===== config.mk =====
export PLATFORM = sky130hd
export DESIGN_NAME = two_pool_next_fit_block_allocator
export DESIGN_NICKNAME = d
export VERILOG_FILES = /design/src/rtl/tpnfba_pkg.sv /design/src/rtl/tpnfba_ram.sv /design/src/rtl/tpnfba_div.sv /design/src/rtl/two_pool_next_fit_block_allocator.sv
export SDC_FILE = /design/constraint.sdc
export NUM_CORES = 1
export LEC_CHECK = 0
export BUFFER_PORTS_ARGS = -buffer_cell sky130_fd_sc_hd__clkbuf_2
export CELL_PAD_IN_SITES_DETAIL_PLACEMENT = 2
export CELL_PAD_IN_SITES_GLOBAL_PLACEMENT = 2
export CORE_MARGIN = 2
export CORE_UTILIZATION = 41
export CTS_CLUSTER_SIZE = 40
export DETAILED_ROUTE_END_ITERATION = 8
export PLACE_DENSITY = 0.86
export SYNTH_ARGS = -nofsm -noshare
export SYNTH_HDL_FRONTEND = slang
export SYNTH_SLANG_ARGS = --single-unit

===== constraint.sdc =====
create_clock -name clk -period 7.6 [get_ports clk]
set_input_delay 1.52 -clock clk [delete_from_list [all_inputs] [get_ports clk]]
set_output_delay 1.52 -clock clk [all_outputs]
set_load 0.05 [all_outputs]

===== src/rtl/tpnfba_pkg.sv =====
// Shared constants and widths for the two-pool next-fit block allocator.
package tpnfba_pkg;

  localparam int LARGE_BLOCKS_DEF      = 16;
  localparam int SMALL_BLOCKS_DEF      = 64;
  localparam int SMALL_BLOCK_BYTES_DEF = 1024;

  localparam int BYTES_W  = 29;
  localparam int OFFSET_W = 28;
  localparam int LBB_W    = 24;
  localparam int MAP_W    = 6;

  // Shared divider: dividend covers bytes + large_block_bytes - 1.
  localparam int DIV_W  = 30;
  localparam int DIVS_W = 24;

  localparam logic [MAP_W-1:0] CONT_MARK = 6'd63;

  localparam logic MODE_ALLOC = 1'b0;
  localparam logic MODE_FREE  = 1'b1;
  localparam logic POOL_LARGE = 1'b0;
  localparam logic POOL_SMALL = 1'b1;

  localparam logic [1:0] ST_ALLOCATED = 2'd0;
  localparam logic [1:0] ST_FREED     = 2'd1;
  localparam logic [1:0] ST_REFUSED   = 2'd2;
  localparam logic [1:0] ST_IGNORED   = 2'd3;

endpackage


===== src/rtl/tpnfba_ram.sv =====
// Generic single-write, single-read RAM with registered read data.
module tpnfba_ram #(
  parameter int WIDTH = 1,
  parameter int DEPTH = 2
) (
  input  logic                     clk,
  input  logic                     we,
  input  logic [$clog2(DEPTH)-1:0] waddr,
  input  logic [WIDTH-1:0]         wdata,
  input  logic [$clog2(DEPTH)-1:0] raddr,
  output logic [WIDTH-1:0]         rdata
);

  logic [WIDTH-1:0] mem [DEPTH];

  always_ff @(posedge clk) begin
    if (we) begin
      mem[waddr] <= wdata;
    end
    rdata <= mem[raddr];
  end

endmodule


===== src/rtl/tpnfba_div.sv =====
// Restoring divider, one quotient bit per cycle.
module tpnfba_div (
  input  logic                          clk,
  input  logic                          rst,
  input  logic                          start,
  input  logic [tpnfba_pkg::DIV_W-1:0]  dividend,
  input  logic [tpnfba_pkg::DIVS_W-1:0] divisor,
  output logic                          done,
  output logic [tpnfba_pkg::DIV_W-1:0]  quot,
  output logic [tpnfba_pkg::DIVS_W-1:0] rem
);

  localparam int CW = $clog2(tpnfba_pkg::DIV_W + 1);

  logic [tpnfba_pkg::DIVS_W-1:0] dvs;
  logic [tpnfba_pkg::DIVS_W:0]   part;
  logic [tpnfba_pkg::DIVS_W:0]   shifted;
  logic [CW-1:0]                 cnt;
  logic                          busy;

  assign shifted = {part[tpnfba_pkg::DIVS_W-1:0], quot[tpnfba_pkg::DIV_W-1]};
  assign rem     = part[tpnfba_pkg::DIVS_W-1:0];

  always_ff @(posedge clk) begin
    if (rst) begin
      busy <= 1'b0;
      done <= 1'b0;
      cnt  <= '0;
    end else begin
      done <= 1'b0;
      if (start) begin
        busy <= 1'b1;
        cnt  <= '0;
        dvs  <= divisor;
        part <= '0;
        quot <= dividend;
      end else if (busy) begin
        if (shifted >= {1'b0, dvs}) begin
          part <= shifted - {1'b0, dvs};
          quot <= {quot[tpnfba_pkg::DIV_W-2:0], 1'b1};
        end else begin
          part <= shifted;
          quot <= {quot[tpnfba_pkg::DIV_W-2:0], 1'b0};
        end
        cnt <= cnt + 1'b1;
        if (cnt == CW'(tpnfba_pkg::DIV_W - 1)) begin
          busy <= 1'b0;
          done <= 1'b1;
        end
      end
    end
  end

endmodule


===== src/rtl/two_pool_next_fit_block_allocator.sv =====
// Top level of the two-pool next-fit block allocator.
//
// Input channel (in_valid/in_stall): one transaction is an allocate
// (mode 0, request_bytes) or a free (mode 1, free_pool, free_offset).
// Output channel (out_valid/out_stall): one result per accepted item
// not cut off by a config write, in order: status, alloc_pool, alloc_offset.
// Config channel (cfg_valid/cfg_ready, cfg_data): writes large_block_bytes
// and clears both block maps; rovers are kept.
// One item is handled at a time; in_stall is high until the block is idle
// and while a config write is offered.
// Small allocate: reads and checks each probed block from the rover, up to SMALL_BLOCKS.
// Large allocate: a divide, then a read and check per scanned block over up
// to LARGE_BLOCKS + n - 1 blocks, then one map write per block of a run of n.
// Large frees: a divide, a map read, a backward walk over up to LARGE_BLOCKS
// entries and one map write per cleared block; small frees divide, then clear one bit.
// Reset and each config write start a clearing pass over
// max(LARGE_BLOCKS, SMALL_BLOCKS) map addresses; no item is taken meanwhile.
// A stalled result sits in the output register; the next item may be taken
// and worked on, and its result waits until the register frees up.
module two_pool_next_fit_block_allocator #(
  parameter int LARGE_BLOCKS      = tpnfba_pkg::LARGE_BLOCKS_DEF,
  parameter int SMALL_BLOCKS      = tpnfba_pkg::SMALL_BLOCKS_DEF,
  parameter int SMALL_BLOCK_BYTES = tpnfba_pkg::SMALL_BLOCK_BYTES_DEF
) (
  input  logic                            clk,
  input  logic                            rst,
  input  logic                            in_valid,
  output logic                            in_stall,
  input  logic                            mode,
  input  logic [tpnfba_pkg::BYTES_W-1:0]  request_bytes,
  input  logic                            free_pool,
  input  logic [tpnfba_pkg::OFFSET_W-1:0] free_offset,
  output logic                            out_valid,
  input  logic                            out_stall,
  output logic [1:0]                      status,
  output logic                            alloc_pool,
  output logic [tpnfba_pkg::OFFSET_W-1:0] alloc_offset,
  input  logic                            cfg_valid,
  output logic                            cfg_ready,
  input  logic [tpnfba_pkg::LBB_W-1:0]    cfg_data
);

  localparam int LAW    = $clog2(LARGE_BLOCKS);
  localparam int SAW    = $clog2(SMALL_BLOCKS);
  localparam int NW     = $clog2(LARGE_BLOCKS + 1);
  localparam int MAXB   = (LARGE_BLOCKS > SMALL_BLOCKS) ? LARGE_BLOCKS : SMALL_BLOCKS;
  localparam int CNTW   = $clog2(2 * MAXB + 1);
  localparam int SLIMIT = SMALL_BLOCKS * SMALL_BLOCK_BYTES;
  localparam int MW     = tpnfba_pkg::MAP_W;

  typedef enum logic [14:0] {
    S_CLEAR = 15'b000000000000001,
    S_IDLE  = 15'b000000000000010,
    S_DIV   = 15'b000000000000100,
    S_SRD   = 15'b000000000001000,
    S_SCHK  = 15'b000000000010000,
    S_SFREE = 15'b000000000100000,
    S_LRD   = 15'b000000001000000,
    S_LCHK  = 15'b000000010000000,
    S_LWR   = 15'b000000100000000,
    S_FRD   = 15'b000001000000000,
    S_FCHK  = 15'b000010000000000,
    S_BRD   = 15'b000100000000000,
    S_BCHK  = 15'b001000000000000,
    S_FCLR  = 15'b010000000000000,
    S_DONE  = 15'b100000000000000
  } state_t;

  state_t state;

  logic [tpnfba_pkg::LBB_W-1:0]    lbb;
  logic [tpnfba_pkg::DIV_W-1:0]    lim;
  logic [LAW-1:0]                  lrover;
  logic [SAW-1:0]                  srover;
  logic [LAW-1:0]                  l_pos;
  logic [SAW-1:0]                  s_pos;
  logic [LAW-1:0]                  start;
  logic [NW-1:0]                   need;
  logic [NW-1:0]                   run;
  logic [CNTW-1:0]                 cnt;
  logic                            req_mode;
  logic                            req_pool;
  logic [1:0]                      res_status;
  logic                            res_pool;
  logic [tpnfba_pkg::OFFSET_W-1:0] res_offset;

  // Map RAM ports.
  logic            lm_we;
  logic [LAW-1:0]  lm_waddr;
  logic [MW-1:0]   lm_wdata;
  logic [MW-1:0]   lm_rdata;
  logic            sm_we;
  logic [SAW-1:0]  sm_waddr;
  logic            sm_wdata;
  logic            sm_rdata;

  // Divider ports.
  logic                          div_go;
  logic                          div_done;
  logic [tpnfba_pkg::DIV_W-1:0]  div_dividend;
  logic [tpnfba_pkg::DIVS_W-1:0] div_divisor;
  logic [tpnfba_pkg::DIV_W-1:0]  div_quot;
  logic [tpnfba_pkg::DIVS_W-1:0] div_rem;

  logic           alloc_req;
  logic           bad_alloc;
  logic           small_req;
  logic           small_oob;
  logic           large_oob;
  logic [LAW-1:0] l_inc;
  logic [LAW-1:0] l_dec;
  logic [SAW-1:0] s_inc;
  logic [NW-1:0]  run_n;
  logic [LAW:0]   start_raw;
  logic [LAW-1:0] start_calc;
  logic           out_free;
  logic           load_out;

  tpnfba_ram #(.WIDTH(MW), .DEPTH(LARGE_BLOCKS)) u_large_map (
    .clk   (clk),
    .we    (lm_we),
    .waddr (lm_waddr),
    .wdata (lm_wdata),
    .raddr (l_pos),
    .rdata (lm_rdata)
  );

  tpnfba_ram #(.WIDTH(1), .DEPTH(SMALL_BLOCKS)) u_small_map (
    .clk   (clk),
    .we    (sm_we),
    .waddr (sm_waddr),
    .wdata (sm_wdata),
    .raddr (s_pos),
    .rdata (sm_rdata)
  );

  tpnfba_div u_div (
    .clk      (clk),
    .rst      (rst),
    .start    (div_go),
    .dividend (div_dividend),
    .divisor  (div_divisor),
    .done     (div_done),
    .quot     (div_quot),
    .rem      (div_rem)
  );

  // Hold input while a config write is offered; the write wins the edge.
  assign in_stall  = (state != S_IDLE) || cfg_valid;
  assign cfg_ready = 1'b1;
  assign out_free  = !out_valid || !out_stall;
  assign load_out  = (state == S_DONE) && out_free && !(cfg_valid && cfg_ready);

  assign alloc_req = (mode == tpnfba_pkg::MODE_ALLOC);
  assign bad_alloc = (request_bytes == '0) || (lbb == '0);
  assign small_req = (request_bytes <= tpnfba_pkg::BYTES_W'(SMALL_BLOCK_BYTES));
  assign small_oob = ({4'b0, free_offset} >= 32'(SLIMIT));
  assign large_oob = ({2'b0, free_offset} >= lim);

  assign div_go = !in_stall && in_valid &&
                  (alloc_req ? (!bad_alloc && !small_req)
                             : ((lbb != '0) &&
                                ((free_pool == tpnfba_pkg::POOL_SMALL) ? !small_oob
                                                                       : !large_oob)));
  assign div_dividend = alloc_req
      ? ({1'b0, request_bytes} + {6'b0, lbb} - tpnfba_pkg::DIV_W'(1))
      : {2'b0, free_offset};
  assign div_divisor = (alloc_req || (free_pool == tpnfba_pkg::POOL_LARGE))
      ? lbb : tpnfba_pkg::DIVS_W'(SMALL_BLOCK_BYTES);

  assign l_inc = (l_pos == LAW'(LARGE_BLOCKS - 1)) ? '0 : l_pos + 1'b1;
  assign l_dec = (l_pos == '0) ? LAW'(LARGE_BLOCKS - 1) : l_pos - 1'b1;
  assign s_inc = (s_pos == SAW'(SMALL_BLOCKS - 1)) ? '0 : s_pos + 1'b1;

  assign run_n     = (lm_rdata == '0) ? run + 1'b1 : '0;
  // Start of the run that ends at l_pos, with wrap.
  assign start_raw = {1'b0, l_pos} + (LAW+1)'(1) + (LAW+1)'(LARGE_BLOCKS)
                     - (LAW+1)'(need);
  assign start_calc = (start_raw >= (LAW+1)'(LARGE_BLOCKS))
      ? LAW'(start_raw - (LAW+1)'(LARGE_BLOCKS)) : start_raw[LAW-1:0];

  always_comb begin
    lm_we    = 1'b0;
    lm_waddr = l_pos;
    lm_wdata = '0;
    sm_we    = 1'b0;
    sm_waddr = s_pos;
    sm_wdata = 1'b0;
    unique case (state)
      S_CLEAR: begin
        lm_we    = (cnt < CNTW'(LARGE_BLOCKS));
        lm_waddr = cnt[LAW-1:0];
        sm_we    = (cnt < CNTW'(SMALL_BLOCKS));
        sm_waddr = cnt[SAW-1:0];
      end
      S_SCHK: begin
        sm_we    = (sm_rdata == 1'b0);
        sm_wdata = 1'b1;
      end
      S_SFREE: begin
        sm_we = 1'b1;
      end
      S_LWR: begin
        lm_we    = 1'b1;
        lm_wdata = (cnt == '0) ? MW'(need) : tpnfba_pkg::CONT_MARK;
      end
      S_FCLR: begin
        lm_we = 1'b1;
      end
      default: begin
      end
    endcase
  end

  always_ff @(posedge clk) begin
    if (rst) begin
      state     <= S_CLEAR;
      cnt       <= '0;
      lbb       <= '0;
      lim       <= '0;
      lrover    <= '0;
      srover    <= '0;
      out_valid <= 1'b0;
    end else begin
      if (load_out) begin
        out_valid <= 1'b1;
      end else if (!out_stall) begin
        out_valid <= 1'b0;
      end
      if (cfg_valid && cfg_ready) begin
        lbb   <= cfg_data;
        lim   <= tpnfba_pkg::DIV_W'(LARGE_BLOCKS) * {6'b0, cfg_data};
        state <= S_CLEAR;
        cnt   <= '0;
      end else begin
        unique case (state)
          S_CLEAR: begin
            cnt <= cnt + 1'b1;
            if (cnt == CNTW'(MAXB - 1)) begin
              state <= S_IDLE;
            end
          end
          S_IDLE: begin
            if (in_valid) begin
              req_mode   <= mode;
              req_pool   <= free_pool;
              res_pool   <= 1'b0;
              res_offset <= '0;
              if (div_go) begin
                state <= S_DIV;
              end else if (alloc_req) begin
                if (bad_alloc) begin
                  res_status <= tpnfba_pkg::ST_REFUSED;
                  state      <= S_DONE;
                end else begin
                  s_pos <= srover;
                  cnt   <= '0;
                  state <= S_SRD;
                end
              end else begin
                res_status <= tpnfba_pkg::ST_IGNORED;
                state      <= S_DONE;
              end
            end
          end
          S_DIV: begin
            if (div_done) begin
              if (req_mode == tpnfba_pkg::MODE_ALLOC) begin
                if (div_quot > tpnfba_pkg::DIV_W'(LARGE_BLOCKS)) begin
                  res_status <= tpnfba_pkg::ST_REFUSED;
                  state      <= S_DONE;
                end else begin
                  need  <= div_quot[NW-1:0];
                  l_pos <= lrover;
                  run   <= '0;
                  cnt   <= '0;
                  state <= S_LRD;
                end
              end else if (req_pool == tpnfba_pkg::POOL_SMALL) begin
                s_pos <= div_quot[SAW-1:0];
                state <= S_SFREE;
              end else if (div_rem != '0) begin
                res_status <= tpnfba_pkg::ST_IGNORED;
                state      <= S_DONE;
              end else begin
                l_pos <= div_quot[LAW-1:0];
                state <= S_FRD;
              end
            end
          end
          S_SRD: begin
            state <= S_SCHK;
          end
          S_SCHK: begin
            if (sm_rdata == 1'b0) begin
              srover     <= s_inc;
              res_status <= tpnfba_pkg::ST_ALLOCATED;
              res_pool   <= tpnfba_pkg::POOL_SMALL;
              res_offset <= tpnfba_pkg::OFFSET_W'(
                  tpnfba_pkg::OFFSET_W'(s_pos) * tpnfba_pkg::OFFSET_W'(SMALL_BLOCK_BYTES));
              state      <= S_DONE;
            end else if (cnt == CNTW'(SMALL_BLOCKS - 1)) begin
              res_status <= tpnfba_pkg::ST_REFUSED;
              state      <= S_DONE;
            end else begin
              cnt   <= cnt + 1'b1;
              s_pos <= s_inc;
              state <= S_SRD;
            end
          end
          S_SFREE: begin
            srover     <= s_pos;
            res_status <= tpnfba_pkg::ST_FREED;
            state      <= S_DONE;
          end
          S_LRD: begin
            state <= S_LCHK;
          end
          S_LCHK: begin
            if (run_n == need) begin
              start <= start_calc;
              l_pos <= start_calc;
              cnt   <= '0;
              state <= S_LWR;
            end else if (cnt == CNTW'(LARGE_BLOCKS) + CNTW'(need) - CNTW'(2)) begin
              res_status <= tpnfba_pkg::ST_REFUSED;
              state      <= S_DONE;
            end else begin
              run   <= run_n;
              cnt   <= cnt + 1'b1;
              l_pos <= l_inc;
              state <= S_LRD;
            end
          end
          S_LWR: begin
            cnt   <= cnt + 1'b1;
            l_pos <= l_inc;
            if (cnt == CNTW'(need) - CNTW'(1)) begin
              lrover     <= l_inc;
              res_status <= tpnfba_pkg::ST_ALLOCATED;
              res_pool   <= tpnfba_pkg::POOL_LARGE;
              res_offset <= tpnfba_pkg::OFFSET_W'(32'(start) * {8'b0, lbb});
              state      <= S_DONE;
            end
          end
          S_FRD: begin
            state <= S_FCHK;
          end
          S_FCHK: begin
            if (lm_rdata == '0) begin
              res_status <= tpnfba_pkg::ST_IGNORED;
              state      <= S_DONE;
            end else if (lm_rdata == tpnfba_pkg::CONT_MARK) begin
              cnt   <= '0;
              l_pos <= l_dec;
              state <= S_BRD;
            end else begin
              need  <= NW'(lm_rdata);
              start <= l_pos;
              cnt   <= '0;
              state <= S_FCLR;
            end
          end
          S_BRD: begin
            state <= S_BCHK;
          end
          S_BCHK: begin
            // Walk back to the head of the run; a free entry ends the walk.
            if (lm_rdata == '0) begin
              res_status <= tpnfba_pkg::ST_IGNORED;
              state      <= S_DONE;
            end else if (lm_rdata != tpnfba_pkg::CONT_MARK) begin
              need  <= NW'(lm_rdata);
              start <= l_pos;
              cnt   <= '0;
              state <= S_FCLR;
            end else if (cnt == CNTW'(LARGE_BLOCKS - 1)) begin
              res_status <= tpnfba_pkg::ST_IGNORED;
              state      <= S_DONE;
            end else begin
              cnt   <= cnt + 1'b1;
              l_pos <= l_dec;
              state <= S_BRD;
            end
          end
          S_FCLR: begin
            cnt   <= cnt + 1'b1;
            l_pos <= l_inc;
            if (cnt == CNTW'(need) - CNTW'(1)) begin
              lrover     <= start;
              res_status <= tpnfba_pkg::ST_FREED;
              state      <= S_DONE;
            end
          end
          S_DONE: begin
            if (out_free) begin
              status       <= res_status;
              alloc_pool   <= res_pool;
              alloc_offset <= res_offset;
              state        <= S_IDLE;
            end
          end
          default: begin
            state <= S_CLEAR;
            cnt   <= '0;
          end
        endcase
      end
    end
  end

  a_no_payload_on_failure: assert property (@(posedge clk) disable iff (rst)
      (out_valid && (status != tpnfba_pkg::ST_ALLOCATED)) |->
      ((alloc_pool == 1'b0) && (alloc_offset == '0)))
    else $error("failed transaction carries a region");

  a_rover_in_range: assert property (@(posedge clk) disable iff (rst)
      (int'(lrover) < LARGE_BLOCKS) && (int'(srover) < SMALL_BLOCKS))
    else $error("rover out of range");

  a_cfg_clears: assert property (@(posedge clk) disable iff (rst)
      (cfg_valid && cfg_ready) |=> (state == S_CLEAR) && (cnt == '0))
    else $error("config write did not start a clearing pass");

  a_result_once: assert property (@(posedge clk) disable iff (rst)
      (state == S_DONE && out_free) |=> (state == S_IDLE) || (state == S_CLEAR))
    else $error("result load did not return to idle");

endmodule


==> results.md, run 1 <==
* Status: complete, no violations
* Fin crit share at 0.7053
* Post-DRT Antenna Nets at 0
* Clock sinks at 398
* Post-CTS sizing at 0
* Critical path arrival at 5660 ps
* Top post-synthesis cells by area: edfxtp_1 (40%), ha_1 (7.7%), dfxtp_1 (5.8%)
* Final Critical Period at 5361 ps
* Initial antenna violation count at 5
* Max VDD drop at 0.0001824 V
* Worst-path clk slew at 60 ps
* Cell count after synthesis at 2,408
* Combinational cell fraction of total power at 0.106
* Leading area contributor after synthesis: edfxtp_1
* Yosys warns at 0
* LEAKAGE at 11.25 nW
* Via count at 19,860
* Worst-Margin Slew at 1308 ps
* Worst Hold Launch: res_offset[8]
* Sequential share of power at 0.442
* Core area at 60,020 µm²
* Crit-path most repeated cell: fa_1
* Async S/R FF share, synth at 0
* CP max-delay cell: edfxtp_1
* F_max at 0.1865 GHz
* RR Startpoint: start[2]
* Unique masters post-synth at 90
* Die H at 249.9 µm
* DRC at 0
* Crit Path Class: flop to flop
* Die Span X at 249.9 µm
* Vias in the first global route at 22,260
* Design Area, Final at 27,790 µm²
* Total power per unit cell area at 192.9 nW/µm²
* Commonest cells post-synth: edfxtp_1 (326), nor2_1 (283), inv_1 (243)
* Crit path max fanout at 25
* Crit-path max cell delay at 880 ps
* Setup bufs post-CTS at 0
* Post-DP HPWL at 65,470 µm
* Setup violations, final at 0
* First-pass DRT Iterations at 5
* Clock latency on the worst-skew pair at 620 ps
* FF-to-FF setup slack at 2240 ps
* Global placement routability congestion at 0.9328
* Final wirelength at 90,140 µm
* Vias per inst at 5.984
* Root buffer cell: clkbuf_16
* FF-to-FF End: res_offset[24]
* Max_slew headroom at 0.1215
* Hold Path Class: flop to flop
* Critical Path, Cell by Cell: nand2_1 -> fa_1 -> inv_1 -> fa_1 -> fa_1 -> a211oi_1 -> o21ai_0 -> a41o_1 -> a41oi_1 -> a211o_1 -> a21boi_0 -> o311a_1 -> nor3_1 -> nor3_1
* Setup crit end kind: flop
* Clock power frac at 0.453
* Hold Crit Depth at 0
* Rows at 90
* Total GRT Usage at 0.2875
* RSZ-0062 raised after global routing: no
* Num CTS Buffers at 46
* Layout fillers at 6,186
* #FFs+latches synth at 398
* Initial core utilization at 0.4129
* Post-synth EDFFs at 326
* Placed Area at 26,140 µm²
* Sw Ratio at 0.2597
* Clock Path Buffers at 3
* Fin. max-slew vios at 0
* Initial DRC count at 1,428
* Synthesized net count at 2,695
* Top_reg_cell synth: edfxtp_1
* Hold endpoint: alloc_offset[8]
* Netlist Area Pre-Place at 24,780 µm²
* CTS tree: done
* Final-report hold violation count at 0
* Post-synthesis sequential area ratio at 0.4532
* Hold_buf cts at 0
* Largest net degree at the start of global routing at 85
* WP buf/inv at 1
* First-pass GRT wire length at 137,500 µm
* Max-cap violations at 0
* Global route total overflow at 0
* Register-to-Register Path Depth at 14
* Mean Syn Cell Area at 10.29 µm²
* Required time of the worst setup path at 7890 ps
* Startpoint Class: flop
* Setup TNS Final at 0 ps
* Port bufs at 120
* Io pins at 122
* Share of the synthesized area in the top cell type at 0.3950
* Layout cells sized above 1 at 0.1204
* Pint at 3.967 mW
* Final net count at 2,782
* WL per Instance at 27.16 µm
* H-tree Lvls at 2
* CP top delay family: compound AO/OA/AOI/OAI gates
* Net load switching power at 1.392 mW
* Area Growth Syn to Fin at 12.13%
* Most frequent cell after synthesis: edfxtp_1
* Die ar. at 62,430 µm²
* Clk_skew at 28.21 ps
==> metal layers <==
layer / GRT usage / part of all wire / routed length (µm) / up-vias
met5: 0 / 0.00014 / 13 / -
met3: 0.05152 / 0.052 / 4707 / 206
li1: - / - / - / 8786
met2: 0.5136 / 0.51 / 46130 / 604
met4: 0.1253 / 0.043 / 3889 / 2
met1: 0.3371 / 0.39 / 35400 / 10260
==> metrics by stage <==
stage                 util  worst slack (ps)  std cells  hold slack (ps)  power [mW]
global route        0.4629              1943       3317            428.5       5.511
detailed placement  0.4356              2247       3229            405.2       2.956
CTS                 0.4628              2268       3315            420.4       5.377
finish              0.4630              2239       3319            423.3       5.359
global placement    0.4356              2284       3229            401.2       2.917
floorplan                -              1337       2408            400.3       2.745
==> cells in the final DEF, fill, tap and decap left out, types with 18 or more instances in the layout <==
cell       instances
o21ai_0           71
nor3_1            40
dfxtp_1           72
nor2_1           282
nor2b_1           18
a21oi_1          151
edfxtp_1         326
inv_1            243
ha_1             152
nand2b_1          23
mux4_2            39
clkbuf_16         48
mux2i_1           69
a21o_1            36
nand2_1          177
clkbuf_2         120
buf_4             19
xnor2_1           42
nor4_1            28
a31oi_1           26
nand4_1           24
and2_1            80
xor2_1            43
fa_1              47
nand3_1           43
==> power by group through the flow <==
stage,combinational (mW),sequential [mW],clock (mW)
3_5_place_dp,0.544,2.41,0
4_1_cts,0.560,2.37,2.45
2_1_floorplan,0.347,2.40,0
3_3_place_gp,0.507,2.41,0
5_1_grt,0.614,2.37,2.53
6_report,0.566,2.37,2.43
==> how the worst max path moves through the flow <==
stage,start,endpoint,cells after the start
2_1_floorplan,free_offset[5],u_div.part[0],8
3_3_place_gp,request_bytes[1],u_div.quot[17],16
3_5_place_dp,request_bytes[1],u_div.quot[17],16
4_1_cts,start[2],res_offset[24],14
5_1_grt,start[2],res_offset[24],14
6_report,start[2],res_offset[24],14
==> area by class of cell <==
class	instances	area (µm²)	share of cell area
multi-input combinational	1665	12270	0.4416
sequential	398	11230	0.4042
clock buffer	62	1304	0.04692
tap	782	978.4	0.03521
inverter	245	919.6	0.03310
timing repair buffer	139	743.2	0.02675
clock inverter	24	330.3	0.01189
antenna	4	10.01	0.0003602
==> sequential cells by signal, summed over array words and instances, names as in the netlist, 2 cells and up <==
signal	cells
alloc_offset	28
cnt	8
l_pos	4
lbb	24
lrover	4
need	5
res_offset	28
res_status	2
run	5
s_pos	6
srover	6
start	4
state	15
status	2
u_div.cnt	5
u_div.dvs	24
u_div.part	24
u_div.quot	30
u_large_map.mem	96
u_large_map.rdata	6
u_small_map.mem	64
==> cell families after synthesis <==
| kind of cell | synth area share |
|---|---|
| AND/OR/NAND/NOR | 0.1679 |
| AO/OA/AOI/OAI | 0.1114 |
| flip-flops | 0.4532 |
| buffers and inverters | 0.05332 |
| adder cells (fa/ha/maj) | 0.1147 |
| multiplexers | 0.06831 |
| XOR/XNOR | 0.03095 |
| other | 0.0001513 |
(Power assumes the default switching activity.)
==> run 2, diff against run 1 <==
clock period = 5.6 ns   (was 7.6 ns; I/O delays follow)
==> run 2 against run 1 <==
- maximum frequency increased by 1.6%
- worst setup slack lost 1900 ps
- clock skew decreased by 6.8 ps
- die area did not move
- global-route usage shrank 0.68 points
- routed wire length shrank 2.9%
- flip-flop and latch count stayed put
- cell area about the same
- non-clock buffer count is 9 higher
- largest cell class unchanged
- highest routed layer unchanged
==> results.md, run 2 (synthesis gave the netlist of run 1 again) <==
* Status: complete, no violations
* Startpoint Class: flop
* CTS tree: done
* H-tree Lvls at 2
* Net load switching power at 1.779 mW
* Area Growth Syn to Fin at 12.18%
* Post-DRT Antenna Nets at 0
* Area of the multi-input gates at 12,270 µm²
* Initial antenna violation count at 1
* DRC at 0
* Core area at 60,020 µm²
* WL per Instance at 26.31 µm
* Die ar. at 62,430 µm²
* Post-CTS sizing at 0
* Max_slew headroom at 0.2802
* Hold Path Class: flop to flop
* Sequential share of power at 0.450
* Port bufs at 120
* Global placement routability congestion at 0.9125
* Largest net degree at the start of global routing at 80
* Rows at 90
* RSZ-0062 raised after global routing: no
* Final net count at 2,792
* Vias per inst at 5.908
* Top reg by flops: u_large_map.mem
* LEAKAGE at 11.26 nW
* Via count at 19,660
* Fin crit share at 0.9420
* Clk_skew at 21.46 ps
* Clock sinks at 398
* Initial DRC count at 1,289
* First-pass GRT wire length at 135,300 µm
* First-pass DRT Iterations at 5
* Clock latency on the worst-skew pair at 600 ps
* Final Non-Filler Cells at 3,327
* Required time of the worst setup path at 5890 ps
* Die H at 249.9 µm
* Clock power frac at 0.446
* Setup TNS Final at 0 ps
* F_max at 0.1896 GHz
* Register-to-Register Path Depth at 14
* Setup violations, final at 0
* Hold_buf cts at 0
* Sw Ratio at 0.2494
* WHS at 417.6 ps
* Global route total overflow at 0
* Layout cells sized above 1 at 0.1215
* Num CTS Buffers at 47
* Max-cap violations at 0
* FF-to-FF End: res_offset[24]
* Worst-path clk slew at 60 ps
* Largest regs: u_large_map.mem x96, u_small_map.mem x64, u_div.quot x30
* Commonest non-fill, non-tap cell in the layout: edfxtp_1
* Combinational cell fraction of total power at 0.104
* Setup bufs post-CTS at 0
* Setup crit end kind: flop
* Register Area at 11,230 µm²
* Die Span X at 249.9 µm
* Root buffer cell: clkbuf_16
* Clock Path Buffers at 3
* Final wirelength at 87,520 µm
* Critical Path Sink: res_offset[24]
* Total power per unit cell area at 256.6 nW/µm²
* Max reg flops at 96
* Final-report hold violation count at 0
* RR Startpoint: start[1]
* Layout fillers at 6,161
* Placed insts at 3,238
* Total GRT Usage at 0.2807
* Initial core utilization at 0.4129
* Crit Path Class: flop to flop
* Critical path arrival at 5560 ps
* Final Critical Period at 5275 ps
* Crit path max fanout at 25
* Vias in the first global route at 22,090
* Post-DP HPWL at 64,800 µm
* Most frequent cells in the layout: edfxtp_1 (326), nor2_1 (282), inv_1 (243)
* Fin. max-slew vios at 0
* Pint at 5.354 mW
* Worst Setup SP: start[1]
* Io pins at 122
* Max VDD drop at 0.0003080 V
* FF-to-FF setup slack at 320 ps
* Worst-Margin Slew at 1077 ps
[run 2: cell types whose count changed in the layout (fill, tap and decap cells not counted)]
cell / previous run / this run
inv_16: 1 / 0
clkinv_4: 3 / 1
inv_6: 1 / 3
clkinvlp_4: 3 / 2
clkbuf_8: 5 / 3
buf_12: 0 / 1
clkinv_16: 1 / 0
diode_2: 4 / 1
buf_4: 19 / 27
clkbuf_1: 9 / 16
[run 2: critical path, stage by stage, from the launching register on]
cell and delay, ps:
edfxtp_1 830, nand2_1 160, fa_1 520, inv_1 60, fa_1 520, fa_1 500, a211oi_1 360, o21ai_0 240
a41o_1 330, a41oi_1 460, a211o_1 210, a21boi_0 140, o311a_1 360, nor3_1 170, nor3_1 90
[run 2: worst min-delay path by stage]
stage                         startpoint               end  slack (ps)  cells past startpoint
after floorplan            res_offset[0]   alloc_offset[0]         400                      0
after global placement    res_offset[25]  alloc_offset[25]         400                      0
after detailed placement  res_offset[18]  alloc_offset[18]         410                      0
after CTS                 res_offset[26]  alloc_offset[26]         420                      0
after global routing      res_offset[24]  alloc_offset[24]         420                      0
final                     res_offset[26]  alloc_offset[26]         420                      0
[run 2: through the flow]
step	setup WS (ps)	utilization	power [mW]	cell area, µm²
floorplan	943.4	-	3.725	24790
global placement	647.2	0.4369	3.934	26220
detailed placement	436.2	0.4369	3.993	26220
CTS	402.3	0.4631	7.186	27800
global route	110.1	0.4631	7.364	27800
finish	325.0	0.4632	7.133	27800
[run 2: cell type report]
class | instances | share of cell area
Antenna cell | 1 | 0.00009001
Clock buffer | 67 | 0.04685
Clock inverter | 21 | 0.009811
Inverter | 245 | 0.03308
Multi-Input combinational cell | 1665 | 0.4414
Sequential cell | 398 | 0.4040
Tap cell | 782 | 0.03520
Timing Repair Buffer | 148 | 0.02961
[run 2: power groups by stage]
stage / Combinational [mW] / Clock (mW) / Sequential (mW)
floorplan: 0.471 / 0 / 3.25
global placement: 0.665 / 0 / 3.27
detailed placement: 0.721 / 0 / 3.27
CTS: 0.735 / 3.24 / 3.21
global route: 0.817 / 3.34 / 3.21
finish: 0.738 / 3.18 / 3.21
[run 2: layer usage]
layer | wire, µm | track usage | up-vias
met1 | 36530 | 0.3550 | 10170
met4 | 2859 | 0.09312 | 2
met5 | 12 | 0 | -
met2 | 44360 | 0.4977 | 529
li1 | - | - | 8793
met3 | 3757 | 0.03327 | 162
==> run 3, diff against run 2 <==
PLACE_DENSITY = 0.89   (was 0.86)
==> run 3 against run 2 <==
- clock power hardly changed
- power rose by 0.67%
- routed wire length rose by 9.0%
- maximum frequency grew 1.3%
- cell area rose by 0.10%
- worst setup slack better by 67 ps
- die area unchanged
- count of clock-buffer cells in the layout decreased by 5
- first-iteration DRC count up 40%
- register-to-register slack improved by 70 ps
- hold slack better by 2.1 ps
- flip-flop and latch count did not move
- critical endpoint unchanged
- largest cell class unchanged
- highest routed layer is now met4
==> results.md, run 3 (synthesis gave the netlist of run 1 again) <==
* Status: complete, no violations
* Setup TNS Final at 0 ps
* CP max-delay cell: edfxtp_1
* LEAKAGE at 11.27 nW
* H-tree Lvls at 2
* Max reg flops at 96
* Hold Path Class: flop to flop
* Fin. max-slew vios at 0
* Crit Path Class: flop to flop
* Layout cells sized above 1 at 0.1245
* Critical path depth at 14
* Largest regs: u_large_map.mem x96, u_small_map.mem x64, u_div.quot x30
* WHS at 419.7 ps
* Max VDD drop at 0.0002686 V
* Critical path arrival at 5610 ps
* Initial core utilization at 0.4129
* First-pass DRT Iterations at 5
* Required time of the worst setup path at 6000 ps
* Design Area, Final at 27,830 µm²
* Clk_skew at 24.58 ps
* Core area at 60,020 µm²
* Final wirelength at 95,390 µm
* Root buffer cell: clkbuf_16
* Worst Hold Launch: res_offset[27]
* Largest net degree at the start of global routing at 81
* Clock latency on the worst-skew pair at 600 ps
* F_max at 0.1920 GHz
* Worst Setup SP: start[2]
* Post-DRT Antenna Nets at 0
* WL per Instance at 28.64 µm
* Io pins at 122
* Most frequent cells in the layout: edfxtp_1 (326), nor2_1 (282), inv_1 (243)
* Register-to-Register Path Depth at 14
* Crit-path max cell delay at 660 ps
* Commonest non-fill, non-tap cell in the layout: edfxtp_1
* Combinational cell fraction of total power at 0.110
* Placed insts at 3,236
* Setup crit end kind: flop
* Post-DP HPWL at 66,190 µm
* CTS tree: done
* Rows at 90
* Fin crit share at 0.9300
* Initial DRC count at 1,810
* Total GRT Usage at 0.2908
* Worst-path clk slew at 70 ps
* Total power at 7.180 mW
* Sequential share of power at 0.447
* RR Startpoint: start[2]
* Top reg by flops: u_large_map.mem
* DRC at 0
* Die H at 249.9 µm
* Max_slew headroom at 0.2386
* Setup violations, final at 0
* Vias in the first global route at 22,690
* Pre-CTS setup slack at 70.01 ps
* Hold Crit Depth at 0
* Via count at 20,230
* Area Growth Syn to Fin at 12.30%
* WP buf/inv at 1
* Max-cap violations at 0
* Area of the multi-input gates at 12,280 µm²
* Initial antenna violation count at 2
* Worst-Margin Slew at 1142 ps
* Port bufs at 120
* RSZ-0062 raised after global routing: no
* Final Core Density at 0.4637
* Clock sinks at 398
* Clock power frac at 0.443
* Pint at 5.285 mW
* First-pass GRT wire length at 139,500 µm
* Clock Path Buffers at 3
* Die Span X at 249.9 µm
* Final-report hold violation count at 0
* Placed Area at 26,210 µm²
* Vias per inst at 6.074
* Post-route worst setup slack at 391.8 ps
* Final Critical Period at 5208 ps
* Register Area at 11,230 µm²
* Startpoint Class: flop
* Final Non-Filler Cells at 3,331
* Num CTS Buffers at 47
* Crit-path most repeated cell: fa_1
* Final net count at 2,798
* Net load switching power at 1.895 mW
* Sw Ratio at 0.2640
* Critical Path, Cell by Cell: nand2_1 -> fa_1 -> inv_1 -> fa_1 -> fa_1 -> a211oi_1 -> o21ai_0 -> a41o_1 -> a41oi_2 -> a211o_1 -> a21boi_0 -> o311a_1 -> o21a_1 -> nor3_1
* Global placement routability congestion at 0.9008
* Crit path max fanout at 14
* CP top delay family: compound AO/OA/AOI/OAI gates
* Die ar. at 62,430 µm²
* Total power per unit cell area at 258.0 nW/µm²
* Global route total overflow at 0
* Layout fillers at 6,127
==> run 3: cell count changes in the layout (fill, tap and decap cells not counted), sizes merged <==
cell,delta
clkinv,+6
inv,-2
diode,+1
buf,+6
bufinv,-2
clkbuf,-5
==> run 3: area by class of cell <==
type                    instances  area share
multi-input cells            1665      0.4412
diodes                          2   0.0001798
flip-flops and latches        398      0.4036
clock buffers                  62     0.04685
clock inverters                23    0.008812
inverters                     245     0.03305
well taps                     782     0.03516
repair buffers                154     0.03120
==> run 3: metal layers <==
layer | vias to the layer above | part of all wire | global-route usage
met5 | - | 0 | 0
met4 | 0 | 0.040 | 0.1298
met3 | 224 | 0.046 | 0.03974
met2 | 726 | 0.51 | 0.5218
met1 | 10480 | 0.40 | 0.3458
li1 | 8804 | - | -
==> run 3: path summary, 6_finish.rpt <==
path	endpoint	slack, ps
max	res_offset[24]	390
min	alloc_offset[27]	420
max reg2reg	res_offset[24]	390
min reg2reg	alloc_offset[27]	420
==> run 3: worst register-to-register path, stage by stage (launching register included) <==
cell      delay [ps]
edfxtp_1         660
nand2_1          190
fa_1             530
inv_1             70
fa_1             570
fa_1             530
a211oi_1         450
o21ai_0          270
a41o_1           340
a41oi_2          360
a211o_1          210
a21boi_0         150
o311a_1          350
o21a_1           180
nor3_1           180
==> run 3: what timing repair did <==
action,CTS,global route
pin swaps,0,0
resized for setup,0,1
setup endpoints to repair,2,4
buffers inserted,1,7
hold buffers,0,0
==> run 3: power by group through the flow <==
stage	sequential [mW]	clock, mW	combinational, mW
6_report	3.21	3.18	0.788
5_1_grt	3.21	3.30	0.844
4_1_cts	3.21	3.19	0.756
3_5_place_dp	3.27	0	0.734
3_3_place_gp	3.27	0	0.673
2_1_floorplan	3.25	0	0.471
